===== config.mk =====
export PLATFORM = sky130hd
export DESIGN_NAME = modbus_rtu_read_response_framer_flat
export DESIGN_NICKNAME = d
export VERILOG_FILES = /design/src/sv/mbrf_pkg.sv /design/src/sv/mbrf_rx_if.sv /design/src/sv/mbrf_frame_if.sv /design/src/sv/mbrf_parser.sv /design/src/sv/mbrf_out_stage.sv /design/src/sv/modbus_rtu_read_response_framer.sv /design/src/flat_wrapper.sv
export SDC_FILE = /design/constraint.sdc
export NUM_CORES = 1
export LEC_CHECK = 0
export ABC_AREA = 0
export BUFFER_PORTS_ARGS = -buffer_cell sky130_fd_sc_hd__buf_2
export CORE_UTILIZATION = 56
export DETAILED_ROUTE_END_ITERATION = 10
export GPL_TIMING_DRIVEN = 0
export PLACE_DENSITY_LB_ADDON = 0.12
export SETUP_SLACK_MARGIN = 0.05
export SYNTH_ARGS = -nofsm -noshare
export SYNTH_HDL_FRONTEND = slang
export SYNTH_SLANG_ARGS = --single-unit

===== constraint.sdc =====
create_clock -name clk -period 3.1 [get_ports clk]
set_input_delay 0.31 -clock clk [delete_from_list [all_inputs] [get_ports clk]]
set_output_delay 0.31 -clock clk [all_outputs]
set_load 0.02 [all_outputs]

===== src/sv/mbrf_pkg.sv =====
// ---------------------------------------------------------------------------
// mbrf_pkg: shared types and constants of the read-reply framer
// Register indexes, field widths and the result record.
// ---------------------------------------------------------------------------
package mbrf_pkg;

	localparam int unsigned BYTE_W    = 8;
	localparam int unsigned FUNC_W    = 7;
	localparam int unsigned INDEX_W   = 9;
	localparam int unsigned CFG_IDX_W = 2;

	// configuration register indexes
	localparam logic [CFG_IDX_W-1:0] REG_SLAVE_ADDRESS = 2'd0;
	localparam logic [CFG_IDX_W-1:0] REG_FUNCTION_CODE = 2'd1;

	localparam logic [BYTE_W-1:0] SLAVE_ADDRESS_RST = 8'd0;
	localparam logic [FUNC_W-1:0] FUNCTION_CODE_RST = 7'd3;

	// one framed byte as it leaves the block
	typedef struct packed {
		logic [BYTE_W-1:0]  frame_byte;
		logic [INDEX_W-1:0] byte_index;
		logic               first_of_frame;
		logic               last_of_frame;
		logic               exception_reply;
	} result_t;

endpackage


===== src/sv/mbrf_rx_if.sv =====
// ---------------------------------------------------------------------------
// mbrf_rx_if: received byte channel
// Valid/ready channel carrying one serial byte per transfer.
// ---------------------------------------------------------------------------
interface mbrf_rx_if
	import mbrf_pkg::*;
();
	logic              valid;
	logic              ready;
	logic [BYTE_W-1:0] rx_byte;

	modport source (output valid, output rx_byte, input ready);
	modport sink   (input valid, input rx_byte, output ready);
endinterface


===== src/sv/mbrf_frame_if.sv =====
// ---------------------------------------------------------------------------
// mbrf_frame_if: framed byte channel
// Valid/ready channel carrying one frame byte with its marks per transfer.
// ---------------------------------------------------------------------------
interface mbrf_frame_if
	import mbrf_pkg::*;
();
	logic               valid;
	logic               ready;
	logic [BYTE_W-1:0]  frame_byte;
	logic [INDEX_W-1:0] byte_index;
	logic               first_of_frame;
	logic               last_of_frame;
	logic               exception_reply;

	modport source (output valid, output frame_byte, output byte_index,
		output first_of_frame, output last_of_frame, output exception_reply,
		input ready);
	modport sink (input valid, input frame_byte, input byte_index,
		input first_of_frame, input last_of_frame, input exception_reply,
		output ready);
endinterface


===== src/sv/mbrf_parser.sv =====
// ---------------------------------------------------------------------------
// mbrf_parser: frame state and per-byte decision
// Holds the framing state and decides for each byte whether it is emitted.
// ---------------------------------------------------------------------------
module mbrf_parser
	import mbrf_pkg::*;
(
	input  logic              clk,
	input  logic              arst_n,
	input  logic              accept,
	input  logic [BYTE_W-1:0] rx_byte,
	input  logic [BYTE_W-1:0] slave_address,
	input  logic [FUNC_W-1:0] function_code,
	output logic              emit,
	output result_t           res
);

	localparam logic [1:0] PH_HUNT  = 2'd0;
	localparam logic [1:0] PH_FUNC  = 2'd1;
	localparam logic [1:0] PH_COUNT = 2'd2;
	localparam logic [1:0] PH_BODY  = 2'd3;

	localparam logic [INDEX_W-1:0] EXC_TAIL  = 9'd3;
	localparam logic [INDEX_W-1:0] CHECK_LEN = 9'd2;

	logic [1:0]         phase_q, phase_d;
	logic [INDEX_W-1:0] remain_q, remain_d;
	logic [INDEX_W-1:0] pos_q, pos_d;
	logic               exc_q, exc_d;

	always_comb begin
		phase_d  = PH_HUNT;
		remain_d = '0;
		pos_d    = '0;
		exc_d    = 1'b0;
		emit     = 1'b0;
		res.frame_byte      = rx_byte;
		res.byte_index      = '0;
		res.first_of_frame  = 1'b0;
		res.last_of_frame   = 1'b0;
		res.exception_reply = 1'b0;
		if (slave_address != '0) begin
			unique case (phase_q)
				PH_FUNC: begin
					if (rx_byte == {1'b0, function_code}) begin
						phase_d  = PH_COUNT;
						pos_d    = 9'd2;
						emit     = 1'b1;
						res.byte_index = 9'd1;
					end else if (rx_byte == {1'b1, function_code}) begin
						phase_d  = PH_BODY;
						remain_d = EXC_TAIL;
						pos_d    = 9'd2;
						exc_d    = 1'b1;
						emit     = 1'b1;
						res.byte_index      = 9'd1;
						res.exception_reply = 1'b1;
					end else if (rx_byte == slave_address) begin
						// a byte that misses the function code but equals the slave address opens a new candidate
						phase_d = PH_FUNC;
						pos_d   = 9'd1;
						emit    = 1'b1;
						res.first_of_frame = 1'b1;
					end
				end
				PH_COUNT: begin
					phase_d  = PH_BODY;
					remain_d = {1'b0, rx_byte} + CHECK_LEN;
					pos_d    = 9'd3;
					exc_d    = exc_q;
					emit     = 1'b1;
					res.byte_index = 9'd2;
				end
				PH_BODY: begin
					emit = 1'b1;
					res.byte_index      = pos_q;
					res.exception_reply = exc_q;
					if (remain_q <= 9'd1) begin
						res.last_of_frame = 1'b1;
					end else begin
						phase_d  = PH_BODY;
						remain_d = remain_q - 9'd1;
						pos_d    = pos_q + 9'd1;
						exc_d    = exc_q;
					end
				end
				default: begin
					if (rx_byte == slave_address) begin
						phase_d = PH_FUNC;
						pos_d   = 9'd1;
						emit    = 1'b1;
						res.first_of_frame = 1'b1;
					end
				end
			endcase
		end
	end

	always_ff @(posedge clk or negedge arst_n) begin
		if (!arst_n) begin
			phase_q  <= PH_HUNT;
			remain_q <= '0;
			pos_q    <= '0;
			exc_q    <= 1'b0;
		end else if (accept) begin
			phase_q  <= phase_d;
			remain_q <= remain_d;
			pos_q    <= pos_d;
			exc_q    <= exc_d;
		end
	end

endmodule


===== src/sv/mbrf_out_stage.sv =====
// ---------------------------------------------------------------------------
// mbrf_out_stage: result register
// Holds one framed byte and drives the outgoing channel.
// ---------------------------------------------------------------------------
module mbrf_out_stage
	import mbrf_pkg::*;
(
	input  logic         clk,
	input  logic         arst_n,
	input  logic         push,
	input  result_t      res,
	output logic         can_load,
	mbrf_frame_if.source frame
);

	logic    valid_q;
	result_t data_q;

	// register is free when empty or being drained this cycle
	assign can_load = !valid_q || frame.ready;

	always_ff @(posedge clk or negedge arst_n) begin
		if (!arst_n) begin
			valid_q <= 1'b0;
		end else if (can_load) begin
			valid_q <= push;
		end
	end

	always_ff @(posedge clk) begin
		if (can_load && push) begin
			data_q <= res;
		end
	end

	assign frame.valid           = valid_q;
	assign frame.frame_byte      = data_q.frame_byte;
	assign frame.byte_index      = data_q.byte_index;
	assign frame.first_of_frame  = data_q.first_of_frame;
	assign frame.last_of_frame   = data_q.last_of_frame;
	assign frame.exception_reply = data_q.exception_reply;

endmodule


===== src/sv/modbus_rtu_read_response_framer.sv =====
// ---------------------------------------------------------------------------
// modbus_rtu_read_response_framer: read-reply framer for a serial byte stream
// Picks reply frames of the configured slave out of received bytes and
// forwards each frame byte with its position, first/last marks and an
// exception flag.
// ---------------------------------------------------------------------------
//
//   channel   dir   transfer moves
//   -------   ---   -----------------------------------------------------
//   rx        in    rx_byte
//   frame     out   frame_byte, byte_index, first_of_frame, last_of_frame,
//                   exception_reply
//   cfg       in    cfg_we / cfg_index / cfg_data register write
//
// one byte per cycle sustained while frame takes its bytes; a framed byte
// appears on frame the cycle after its rx transfer, via the single result register
// hunting bytes are consumed with no output transfer
// rx.ready follows the result register: low only while it holds an untaken
// byte and frame.ready is low
// arst_n clears framing state, result valid and the registers to
// slave_address 0 and function_code 3; no clearing pass is needed
// ---------------------------------------------------------------------------
module modbus_rtu_read_response_framer
	import mbrf_pkg::*;
(
	input  logic                 clk,
	input  logic                 arst_n,
	input  logic                 cfg_we,
	input  logic [CFG_IDX_W-1:0] cfg_index,
	input  logic [BYTE_W-1:0]    cfg_data,
	mbrf_rx_if.sink              rx,
	mbrf_frame_if.source         frame
);

	logic [BYTE_W-1:0] slave_q;
	logic [FUNC_W-1:0] func_q;
	logic              can_load;
	logic              accept;
	logic              emit;
	result_t           res;

	// configuration registers, to be written only while idle (not enforced here)
	always_ff @(posedge clk or negedge arst_n) begin
		if (!arst_n) begin
			slave_q <= SLAVE_ADDRESS_RST;
			func_q  <= FUNCTION_CODE_RST;
		end else if (cfg_we) begin
			unique case (cfg_index)
				REG_SLAVE_ADDRESS: slave_q <= cfg_data;
				REG_FUNCTION_CODE: func_q  <= cfg_data[FUNC_W-1:0];
				default: ;
			endcase
		end
	end

	// rx is ready whenever the result register can take a byte
	assign rx.ready = can_load;
	assign accept   = rx.valid && can_load;

	mbrf_parser u_parser (
		.clk           (clk),
		.arst_n        (arst_n),
		.accept        (accept),
		.rx_byte       (rx.rx_byte),
		.slave_address (slave_q),
		.function_code (func_q),
		.emit          (emit),
		.res           (res)
	);

	mbrf_out_stage u_out (
		.clk      (clk),
		.arst_n   (arst_n),
		.push     (accept && emit),
		.res      (res),
		.can_load (can_load),
		.frame    (frame)
	);

	// with framing disabled an accepted byte never produces output
	a_disabled_drops: assert property (@(posedge clk) disable iff (!arst_n)
		(rx.valid && rx.ready && slave_q == '0) |=> !frame.valid)
		else $error("byte emitted while slave address is zero");

	// opening byte sits at position zero and is never flagged as exception
	a_first_index: assert property (@(posedge clk) disable iff (!arst_n)
		(frame.valid && frame.first_of_frame) |->
		(frame.byte_index == '0 && !frame.exception_reply && !frame.last_of_frame))
		else $error("bad marks on opening byte");

	// frame position never runs past the longest reply
	a_index_range: assert property (@(posedge clk) disable iff (!arst_n)
		frame.valid |-> frame.byte_index <= 9'd259)
		else $error("byte index out of range");

	// a closing byte is at least the fifth of its frame
	a_last_index: assert property (@(posedge clk) disable iff (!arst_n)
		(frame.valid && frame.last_of_frame) |-> frame.byte_index >= 9'd4)
		else $error("frame closed too early");

endmodule

===== src/flat_wrapper.sv =====
// flat-port wrapper written by rule: the top's interface ports become plain ports
module modbus_rtu_read_response_framer_flat import mbrf_pkg::*;
  (clk, arst_n, cfg_we, cfg_index, cfg_data, rx_valid, rx_rx_byte, rx_ready, frame_valid, frame_frame_byte, frame_byte_index, frame_first_of_frame, frame_last_of_frame, frame_exception_reply, frame_ready);
  mbrf_rx_if rx_i ();
  mbrf_frame_if frame_i ();
  input  logic clk;
  input  logic arst_n;
  input  logic cfg_we;
  input  logic [CFG_IDX_W-1:0] cfg_index;
  input  logic [BYTE_W-1:0] cfg_data;
  input wire logic [$bits(rx_i.valid)-1:0] rx_valid;
  input wire logic [$bits(rx_i.rx_byte)-1:0] rx_rx_byte;
  output wire logic [$bits(rx_i.ready)-1:0] rx_ready;
  output wire logic [$bits(frame_i.valid)-1:0] frame_valid;
  output wire logic [$bits(frame_i.frame_byte)-1:0] frame_frame_byte;
  output wire logic [$bits(frame_i.byte_index)-1:0] frame_byte_index;
  output wire logic [$bits(frame_i.first_of_frame)-1:0] frame_first_of_frame;
  output wire logic [$bits(frame_i.last_of_frame)-1:0] frame_last_of_frame;
  output wire logic [$bits(frame_i.exception_reply)-1:0] frame_exception_reply;
  input wire logic [$bits(frame_i.ready)-1:0] frame_ready;
  assign rx_i.valid = rx_valid;
  assign rx_i.rx_byte = rx_rx_byte;
  assign rx_ready = rx_i.ready;
  assign frame_valid = frame_i.valid;
  assign frame_frame_byte = frame_i.frame_byte;
  assign frame_byte_index = frame_i.byte_index;
  assign frame_first_of_frame = frame_i.first_of_frame;
  assign frame_last_of_frame = frame_i.last_of_frame;
  assign frame_exception_reply = frame_i.exception_reply;
  assign frame_i.ready = frame_ready;
  modbus_rtu_read_response_framer u_core (.clk(clk), .arst_n(arst_n), .cfg_we(cfg_we), .cfg_index(cfg_index), .cfg_data(cfg_data), .rx(rx_i), .frame(frame_i));
endmodule

==> results of run 1 <==
-- where the power goes --
group | total [W] | switching, W | internal [W]
logic | 0.000174 | 0.0000854 | 0.0000884
registers | 0.000857 | 0.0000351 | 0.000822
clock network | 0.000589 | 0.000283 | 0.000306
-- logic make-up (layout without fill, tap and decap cells) --
logic type,count (synthesis),after routing,synth area share
buffers and inverters,12,73,0.0183
DFF,57,57,0.532
muxes,16,16,0.0623
AOI/OAI and AO/OA,39,39,0.0967
adders and majority gates,4,4,0.0174
xor gates and xnor gates,31,31,0.0945
and+or+nand+nor,93,93,0.179
-- layer usage --
layer / wire (um) / share of wire / global-route usage / vias to the layer above
met4: 104 / 0.018 / 0.113 / 0
li1: - / - / - / 1022
met1: 2740 / 0.47 / 0.341 / 1032
met5: 0 / 0 / 0 / -
met2: 2650 / 0.45 / 0.384 / 81
met3: 368 / 0.063 / 0.0631 / 13
-- critical path, cell delays in order, from the launching register on --
cell	delay (ns)
dfstp_2	0.54
xnor2_1	0.12
nand4_1	0.12
nor4_2	0.65
a211oi_1	0.26
nor2_2	0.39
buf_8	0.22
-- final cells by class --
type	instances	area (um2)
flip-flops and latches	57	1530
fillers	384	1460
plain buffers	8	37.5
inverters	4	15.0
multi-input cells	183	1290
well taps	67	83.8
clock inverters	4	20.0
repair buffers	45	235
clock buffers	12	145
-- final timing paths --
| check | from | cells after the start | endpoint |
|---|---|---|---|
| hold reg to reg | u_core.u_parser.exc_q$_DFFE_PN0P_ | 2 | u_core.u_parser.exc_q$_DFFE_PN0P_ |
| hold / removal | arst_n | 1 | u_core.u_parser.remain_q[1]$_DFFE_PN0P_ |
| setup / recovery | u_core.func_q[1]$_DFFE_PN1P_ | 6 | u_core.u_out.frame.byte_index[1]$_SDFFCE_PN0P_ |
| setup reg to reg | u_core.func_q[1]$_DFFE_PN1P_ | 6 | u_core.u_out.frame.byte_index[1]$_SDFFCE_PN0P_ |
| max in group asynchronous | arst_n | 1 | u_core.slave_q[1]$_DFFE_PN0P_ |
| min in group clk | rx_rx_byte[3] | 1 | u_core.u_out.frame.frame_byte[3]$_DFFE_PP_ |
-- cell usage after synthesis, drive strengths merged (2+ instances only) --
master	count
dfrtp	35
edfxtp	20
nand2	20
xnor2	20
nor2	19
mux2	15
xor2	11
o21ai	10
and2	9
nand3	9
a21oi	8
clkbuf	7
nand4	7
and3	5
a22oi	4
ha	4
inv	4
or4	4
nand3b	3
nor3	3
nor3b	3
or2	3
dfstp	2
nand2b	2
nor4	2
o211ai	2
o21a	2
or3	2
-- registers in the layout (all words and copies together) (netlist names), 2 cells and up --
register                       cells
u_core.u_out.frame.byte_index      9
u_core.u_parser.pos_q              9
u_core.u_parser.remain_q           9
u_core.slave_q                     8
u_core.u_out.frame.frame_byte      8
u_core.func_q                      7
u_core.u_parser.phase_q            2
-- through the flow --
step / cells / util / total power [W]
floorplan: 252 / - / 0.000983
global placement: 363 / 0.659 / 0.00104
detailed placement: 364 / 0.663 / 0.00105
CTS: 380 / 0.697 / 0.00164
global route: 380 / 0.697 / 0.00168
finish: 380 / 0.697 / 0.00162
==> impl_metrics.env, run 1 <==
export IMPL_outcome="completed"
export IMPL_io_pins=45
export IMPL_synth_top_area_share=0.305
export IMPL_wl_per_cell_um=15.4
export IMPL_firstDrtPassIters=4
export IMPL_critical_path_required_ns=3.15
export IMPL_dieHeight_um=73.6
export IMPL_hpwl_um=4160
export IMPL_numCtsBuffers=9
export IMPL_viasPerCell=5.65
export IMPL_fp_coreArea_mm2=0.00482
export IMPL_cp_end_kind="flop"
export IMPL_cp_arrival_ns=2.64
export IMPL_start_kind="flop"
export IMPL_final_setup_viol_count=0
export IMPL_h_tree_depth=3
export IMPL_port_buffers=44
export IMPL_cts_resized=0
export IMPL_synth_edf_count=20
export IMPL_finalHoldViolCount=0
export IMPL_ys_flop_type="dfrtp_1"
export IMPL_worst_r2r_setup_slack_ns=0.51
export IMPL_clock_latency_ns=0.34
export IMPL_grt_pass1_wl_um=9740
export IMPL_mostFrequentLayoutCell="buf_2"
export IMPL_grt_pass1_vias=2038
export IMPL_netlist_instances=252
export IMPL_die_w_um=73.6
export IMPL_track_usage=0.252
export IMPL_crit_type="reg2reg"
export IMPL_worstMarginPinSlew_ns=0.847
export IMPL_synth_async_reset_ratio=0.649
export IMPL_antenna_found_initial=0
export IMPL_final_area_mm2=0.00336
export IMPL_synth_seq_cells=57
export IMPL_relSlewSlack=0.431
export IMPL_tritoncts="done"
export IMPL_num_rows=25
export IMPL_area_growth_synth_to_final_pct=16.9
export IMPL_grt_overflow=0
export IMPL_drt_total_wl_um=5870
export IMPL_ys_seq_area_frac=0.532
export IMPL_diodes=0
export IMPL_slew_violations=0
export IMPL_syn_area_mm2=0.00287
export IMPL_hold_ws_ns=0.0555
export IMPL_synthTopCellsByArea="dfrtp_1 (30%), edfxtp_1 (21%), xnor2_1 (6.1%), mux2_2 (5.9%), xor2_1 (3.4%)"
export IMPL_final_cell_mix="buf_2 (44), dfrtp_1 (35), xnor2_1 (20), nand2_1 (20), edfxtp_1 (20)"
export IMPL_ant_nets=0
export IMPL_finalCritPeriodShare=0.837
export IMPL_path_clk_slew_ns=0.06
export IMPL_drc_errors=0
export IMPL_setup_tns_ns=0
export IMPL_start_util=0.596
export IMPL_synth_largest_area_cell="dfrtp_1"
export IMPL_fin_worst_skew_ns=0.00723
export IMPL_power_density_mw_per_mm2=482
export IMPL_syn_num_nets=279
export IMPL_leakage_nw=1.44
export IMPL_layout_drive_gt1_share=0.281
export IMPL_avgSynthCellArea_um2=11.4
export IMPL_postCtsHoldBufs=0
export IMPL_die_area_mm2=0.00542
export IMPL_path_max_fanout=15
export IMPL_cts_num_sinks=57
export IMPL_cts_root_buf="clkbuf_8"
export IMPL_yosysWarnings=0
export IMPL_rsz0062_at_grt="false"
export IMPL_post_cts_buffers=0
export IMPL_grt_max_degree=38
export IMPL_nets=335
export IMPL_cap_viol_max_count=0
export IMPL_worst_hold_path_type="in2async"
export IMPL_place_area_mm2=0.00319
export IMPL_routabilityCongestion=0.901
export IMPL_synth_cell_types=50
export IMPL_first_iter_violations=184
export IMPL_fmax_mhz=385
export IMPL_setup_slack_ns=0.506
export IMPL_pre_cts_ws_ns=0.292
export IMPL_ctsLongestPathBuffers=2
export IMPL_peakVddDrop_mv=0.386
export IMPL_dr_total_vias=2148
export IMPL_fin_crit_ns=2.59
No activity file was read; power rests on OpenSTA's default activity.
==> run 2, diff against run 1 <==
--- a/config.mk
+++ b/config.mk
@@ -5,9 +5,9 @@
 export SDC_FILE = /design/constraint.sdc
 export NUM_CORES = 1
 export LEC_CHECK = 0
-export ABC_AREA = 0
+export ABC_AREA = 1
 export BUFFER_PORTS_ARGS = -buffer_cell sky130_fd_sc_hd__buf_2
-export CORE_UTILIZATION = 56
+export CORE_UTILIZATION = 52
 export DETAILED_ROUTE_END_ITERATION = 10
 export GPL_TIMING_DRIVEN = 0
 export PLACE_DENSITY_LB_ADDON = 0.12
==> constraint.sdc (replaced) <==
create_clock -name clk -period 2.1 [get_ports clk]
set_input_delay 0.21 -clock clk [delete_from_list [all_inputs] [get_ports clk]]
set_output_delay 0.21 -clock clk [all_outputs]
set_load 0.02 [all_outputs]
==> run 2 against run 1 <==
The flow now finishes with violations (hold timing). Largest power group unchanged. Wire length rose by 15%. Global-route usage fell by 1.3 points. Highest routed layer unchanged. Cell count rose by 42%. Worst hold slack got worse by 0.070 ns. Critical endpoint is now u_core.u_out.frame.first_of_frame$_SDFFCE_PN0P_.
==> impl_metrics.env, run 2 <==
export IMPL_outcome="complete, but fails checks"
export IMPL_violations="hold timing"
export IMPL_drt_total_wl_um=6740
export IMPL_clock_latency_ns=0.33
export IMPL_layout_drive_gt1_share=0.235
export IMPL_synth_top_area_share=0.277
export IMPL_track_usage=0.239
export IMPL_first_iter_violations=214
export IMPL_finalPower_w=0.00269
export IMPL_tritoncts="done"
export IMPL_ff_latch_area_mm2=0.00153
export IMPL_viasPerCell=4.89
export IMPL_grt_pass1_vias=2436
export IMPL_fmax_mhz=527
export IMPL_postCtsHoldBufs=0
export IMPL_finalHoldViolCount=17
export IMPL_ant_nets=0
export IMPL_pre_cts_ws_ns=-0.139
export IMPL_ctsLongestPathBuffers=2
export IMPL_syn_area_mm2=0.00317
export IMPL_critPathTopFamily="flip-flops"
export IMPL_num_fill_cells=538
export IMPL_grt_overflow=0
export IMPL_synth_common_cells="nand2_1 (128), inv_1 (52), nor2_1 (36)"
export IMPL_fin_worst_skew_ns=0.00962
export IMPL_h_tree_depth=3
export IMPL_yosysMostFrequentCell="nand2_1"
export IMPL_synth_async_reset_ratio=0.649
export IMPL_critical_path_required_ns=2.18
export IMPL_drc_errors=0
export IMPL_critPathSlowestCell="dfstp_2"
export IMPL_worst_hold_path_type="in2async"
export IMPL_synthTopCellsByArea="dfrtp_1 (28%), edfxtp_1 (19%), nand2_1 (15%), inv_1 (6.2%), nor2_1 (4.3%)"
export IMPL_power_density_mw_per_mm2=727
export IMPL_syn_num_nets=427
export IMPL_ys_seq_area_frac=0.483
export IMPL_numCtsBuffers=9
export IMPL_cp_end_kind="flop"
export IMPL_top_regs="u_core.u_out.frame.byte_index (9), u_core.u_parser.pos_q (9), u_core.u_parser.remain_q (9)"
export IMPL_fp_coreArea_mm2=0.00589
export IMPL_cap_viol_max_count=0
export IMPL_rsz0062_at_grt="false"
export IMPL_yosysWarnings=0
export IMPL_cp_arrival_ns=1.97
export IMPL_netlist_instances=400
export IMPL_crit_buf_inv=3
export IMPL_wl_per_cell_um=12.5
export IMPL_path_clk_slew_ns=0.07
export IMPL_grt_pass1_wl_um=11400
export IMPL_leakage_nw=1.85
export IMPL_final_setup_viol_count=0
export IMPL_multi_input_area_mm2=0.00137
export IMPL_num_rows=28
export IMPL_ys_flop_type="dfrtp_1"
export IMPL_synth_largest_area_cell="dfrtp_1"
export IMPL_synth_seq_cells=57
export IMPL_grt_max_degree=38
export IMPL_crit_type="reg2reg"
export IMPL_die_area_mm2=0.00640
export IMPL_avgSynthCellArea_um2=7.91
export IMPL_relSlewSlack=0.423
export IMPL_peakVddDrop_mv=0.470
export IMPL_slowest_delay_ns=0.54
export IMPL_cts_root_buf="clkbuf_8"
export IMPL_final_cell_mix="nand2_1 (128), inv_1 (51), buf_2 (45)"
export IMPL_antenna_found_initial=0
export IMPL_routabilityCongestion=0.831
export IMPL_dr_total_vias=2631
export IMPL_final_util=0.628
export IMPL_mostFrequentLayoutCell="nand2_1"
export IMPL_r2r_start="u_core.func_q[1]$_DFFE_PN1P_"
export IMPL_hold_ws_ns=-0.0145
export IMPL_finalCritPeriodShare=0.904
export IMPL_worst_r2r_setup_slack_ns=0.20
export IMPL_setup_tns_ns=0
export IMPL_cts_num_sinks=57
export IMPL_synth_edf_count=20
export IMPL_slew_violations=0
export IMPL_setup_slack_ns=0.202
export IMPL_synth_cell_types=35
export IMPL_dieHeight_um=80.0
export IMPL_start_kind="flop"
export IMPL_critPathLaunch="u_core.func_q[1]$_DFFE_PN1P_"
export IMPL_firstDrtPassIters=4
export IMPL_fin_crit_ns=1.90
export IMPL_die_w_um=80.0
export IMPL_hpwl_um=4870
export IMPL_nets=486
export IMPL_path_max_fanout=10
export IMPL_worstMarginPinSlew_ns=0.865
export IMPL_diodes=0
export IMPL_port_buffers=44
export IMPL_area_growth_synth_to_final_pct=16.8
export IMPL_cp_cell_sequence="nand2_1 > nand2_1 > nor2_1 > nand2_2 > nor2_1 > nor2_2 > inv_1 > o21ai_4 > clkinvlp_4 > buf_4"
export IMPL_io_pins=45
export IMPL_start_util=0.538
[run 2: changes by cell type after synthesis, moves of 9 or more]
cell     previous run  this run
nand2_1            20       128
inv_1               4        52
nor2_1             19        36
xnor2_1            20         5
mux2_2             15         1
inv_2               0        12
nand2_2             0        11
o21ai_0            10        21
and2_1              9         0
nand3_1             9        18
nor2_2              0         9
[run 2: path summary, 6_finish.rpt]
kind | endpoint | cells after the start
max in group asynchronous | u_core.slave_q[4]$_DFFE_PN0P_ | 1
worst min-delay path | u_core.u_parser.remain_q[6]$_DFFE_PN0P_ | 1
worst min register to register | u_core.u_parser.exc_q$_DFFE_PN0P_ | 2
worst max-delay path | u_core.u_out.frame.first_of_frame$_SDFFCE_PN0P_ | 10
min in group clk | u_core.func_q[0]$_DFFE_PN1P_ | 3
worst max register to register | u_core.u_out.frame.first_of_frame$_SDFFCE_PN0P_ | 10
[run 2: metal layers]
metal  wire, um  vias up  track usage  share of wire
met4        171        0        0.129          0.025
met2       3130       61        0.359           0.46
met1       3160     1193        0.325           0.47
li1           -     1361            -              -
met5          0        -            0              0
met3        279       16       0.0469          0.041
[run 2: area by class of cell]
type | instances | share of cell area
clock buffer | 10 | 0.0345
inverter | 64 | 0.0660
buffer | 5 | 0.00846
sequential | 57 | 0.414
multi-input combinational | 274 | 0.371
clock inverter | 5 | 0.0129
timing repair inverter | 1 | 0.00203
tap | 75 | 0.0254
timing repair buffer | 47 | 0.0657
[run 2: timing repair]
| action | 4_1_cts | 5_1_grt |
|---|---|---|
| resized for setup | 2 | 1 |
| gates cloned | 1 | 0 |
| endpoints found under the setup margin | 20 | 20 |
| setup buffers | 2 | 1 |
[run 2: power by group]
part           internal (W)  switching [W]  leakage [nW]
logic              0.000150       0.000283          1.07
registers           0.00124      0.0000596         0.684
clock network      0.000529       0.000426        0.0910
[run 2: worst reg2reg max path, stage by stage, from the launching register on]
cell        delay, ns
dfstp_2          0.54
nand2_1          0.05
nand2_1          0.05
nor2_1           0.04
nand2_2          0.12
nor2_1           0.07
nor2_2           0.16
inv_1            0.10
o21ai_4          0.22
clkinvlp_4       0.11
buf_4            0.19
[run 2: kinds of logic after synthesis]
| family | count (synthesis) | share of synthesized area |
|---|---|---|
| compound gates | 39 | 0.0700 |
| xor+xnor | 15 | 0.0415 |
| fa+ha+maj | 4 | 0.0158 |
| buf+inv | 69 | 0.0858 |
| flops | 57 | 0.483 |
| mux | 1 | 0.00356 |
| simple gates | 215 | 0.300 |
[run 2: metrics by stage]
| step | cells | area (um2) |
|---|---|---|
| after floorplan | 400 | 3170 |
| final | 538 | 3700 |
| after global routing | 538 | 3700 |
| after global placement | 519 | 3480 |
| after detailed placement | 519 | 3480 |
| after CTS | 537 | 3680 |
==> run 3, diff against run 2 <==
--- a/config.mk
+++ b/config.mk
@@ -11,7 +11,7 @@
 export DETAILED_ROUTE_END_ITERATION = 10
 export GPL_TIMING_DRIVEN = 0
 export PLACE_DENSITY_LB_ADDON = 0.12
-export SETUP_SLACK_MARGIN = 0.05
+export SETUP_SLACK_MARGIN = 0.5
 export SYNTH_ARGS = -nofsm -noshare
 export SYNTH_HDL_FRONTEND = slang
 export SYNTH_SLANG_ARGS = --single-unit
==> run 3 against run 2 <==
The run still ends with hold timing left. Fmax up 6.7%. Count of clock-buffer cells in the layout stayed put. Combinational power increased by 12%. Via count grew 2.8%. Worst setup slack improved by 0.12 ns. Register-to-register slack improved by 0.12 ns. Non-clock buffer count up 11. Clock power up 32%. Design area increased by 5.8%. Die area is the same. Total power rose by 13%. Critical endpoint is now u_core.u_out.frame.frame_byte[5]$_DFFE_PP_. Highest routed layer unchanged.
==> impl_metrics.env, run 3 (synthesized netlist as in run 2, its figures left out) <==
export IMPL_cts_root_buf="clkbuf_8"
export IMPL_pre_cts_ws_ns=-0.0645
export IMPL_relSlewSlack=0.426
export IMPL_cts_num_sinks=57
export IMPL_final_setup_viol_count=0
export IMPL_track_usage=0.238
export IMPL_power_density_mw_per_mm2=780
export IMPL_mostFrequentLayoutCell="nand2_1"
export IMPL_slowest_delay_ns=0.56
export IMPL_cp_end_kind="flop"
export IMPL_dieHeight_um=80.0
export IMPL_peakVddDrop_mv=0.518
export IMPL_hold_ws_ns=-0.0133
export IMPL_slew_violations=0
export IMPL_final_cell_mix="nand2_1 (128), inv_1 (48), buf_2 (45)"
export IMPL_start_util=0.538
export IMPL_fin_worst_skew_ns=0.00738
export IMPL_path_max_fanout=5
export IMPL_viasPerCell=4.92
export IMPL_layout_drive_gt1_share=0.295
export IMPL_firstDrtPassIters=4
export IMPL_setup_tns_ns=0
export IMPL_ant_nets=0
export IMPL_fin_crit_ns=1.78
export IMPL_final_util=0.664
export IMPL_first_iter_violations=206
export IMPL_top_regs="u_core.u_out.frame.byte_index (9), u_core.u_parser.pos_q (9), u_core.u_parser.remain_q (9)"
export IMPL_critical_path_required_ns=2.19
export IMPL_nets=497
export IMPL_worstMarginPinSlew_ns=0.861
export IMPL_layout_cells_non_filler=550
export IMPL_grt_pass1_wl_um=11400
export IMPL_cp_cell_sequence="nand2_1 > nand2_1 > nor2_1 > nand2_2 > nor2_2 > nor2_2 > inv_2 > o21ai_4 > clkinvlp_4 > buf_6"
export IMPL_hpwl_um=4870
export IMPL_tritoncts="done"
export IMPL_violations="hold timing"
export IMPL_finalHoldViolCount=6
export IMPL_drt_total_wl_um=7050
export IMPL_critPathSlowestCell="dfstp_2"
export IMPL_fp_coreArea_mm2=0.00589
export IMPL_antenna_found_initial=0
export IMPL_cap_viol_max_count=0
export IMPL_dr_total_vias=2705
export IMPL_diodes=0
export IMPL_clock_latency_ns=0.32
export IMPL_area_growth_synth_to_final_pct=23.5
export IMPL_drc_errors=0
export IMPL_port_buffers=44
export IMPL_numCtsBuffers=9
export IMPL_grt_max_degree=38
export IMPL_dp_cells=519
export IMPL_fmax_mhz=562
export IMPL_grt_pass1_vias=2526
export IMPL_h_tree_depth=3
export IMPL_outcome="complete, but fails checks"
export IMPL_setup_slack_ns=0.321
export IMPL_routabilityCongestion=0.856
export IMPL_die_area_mm2=0.00640
export IMPL_cp_arrival_ns=1.87
export IMPL_die_w_um=80.0
export IMPL_grt_overflow=0
export IMPL_ctsLongestPathBuffers=2
export IMPL_rsz0062_at_grt="true"
export IMPL_wl_per_cell_um=12.8
export IMPL_worst_hold_path_type="in2async"
export IMPL_io_pins=45
export IMPL_finalCritPeriodShare=0.847
export IMPL_leakage_nw=1.95
export IMPL_num_rows=28
export IMPL_crit_type="reg2reg"
export IMPL_path_clk_slew_ns=0.07
export IMPL_finalPower_w=0.00305
export IMPL_start_kind="flop"
[run 3: cell types whose count changed in the layout (fill, tap and decap cells not counted), sizes merged]
cell / previous run / this run
clkinv: 4 / 3
bufinv: 1 / 3
buf: 50 / 61
[run 3: timing repair]
action,CTS,global route
gates cloned,1,0
pin swaps,2,7
hold buffers,0,0
resized for setup,4,20
endpoints found under the setup margin,20,46
buffers inserted,8,6
[run 3: final timing paths]
path / start / endpoint / slack [ns] / depth (start not counted)
max: u_core.func_q[0]$_DFFE_PN1P_ / u_core.u_out.frame.frame_byte[5]$_DFFE_PP_ / 0.32 / 10
min: arst_n / u_core.u_parser.remain_q[2]$_DFFE_PN0P_ / -0.01 / 1
max reg2reg: u_core.func_q[0]$_DFFE_PN1P_ / u_core.u_out.frame.frame_byte[5]$_DFFE_PP_ / 0.32 / 10
min reg2reg: u_core.u_parser.exc_q$_DFFE_PN0P_ / u_core.u_parser.exc_q$_DFFE_PN0P_ / 0.51 / 2
max in group asynchronous: arst_n / u_core.slave_q[3]$_DFFE_PN0P_ / 1.56 / 1
min in group clk: cfg_data[0] / u_core.func_q[0]$_DFFE_PN1P_ / 0.12 / 3
[run 3: area by class of cell]
class	count	area [um2]
Clock buffer	10	138
Fill cell	489	1980
Clock inverter	6	105
Timing Repair inverter	1	7.51
Multi-Input combinational cell	274	1420
Buffer	5	31.3
Inverter	64	249
Timing Repair Buffer	58	340
Sequential cell	57	1530
Tap cell	75	93.8
[run 3: critical path, delay by kind of cell (launching register included)]
kind | cells | cell delay, ns
AND/OR/NAND/NOR | 6 | 0.40
buffers and inverters | 3 | 0.37
AO/OA/AOI/OAI | 1 | 0.21
flip-flops | 1 | 0.56
[run 3: metal layers]
layer	up-vias	global-route usage	part of all wire
met5	-	0	0
met2	72	0.391	0.48
met3	15	0.0446	0.043
met1	1233	0.304	0.45
met4	0	0.109	0.024
li1	1385	-	-
[run 3: power by group]
part,switching [W],internal [W]
clock,0.000449,0.000815
combinational,0.000299,0.000185
sequential,0.0000644,0.00124
total,0.000812,0.00224
[run 3: metrics by stage]
stage          hold WS [ns]  area [um2]
6_report            -0.0133        3910
5_1_grt              0.0806        3910
4_1_cts              0.0308        3810
3_5_place_dp          0.372        3490
3_3_place_gp          0.374        3490
2_1_floorplan       -0.0856        3170
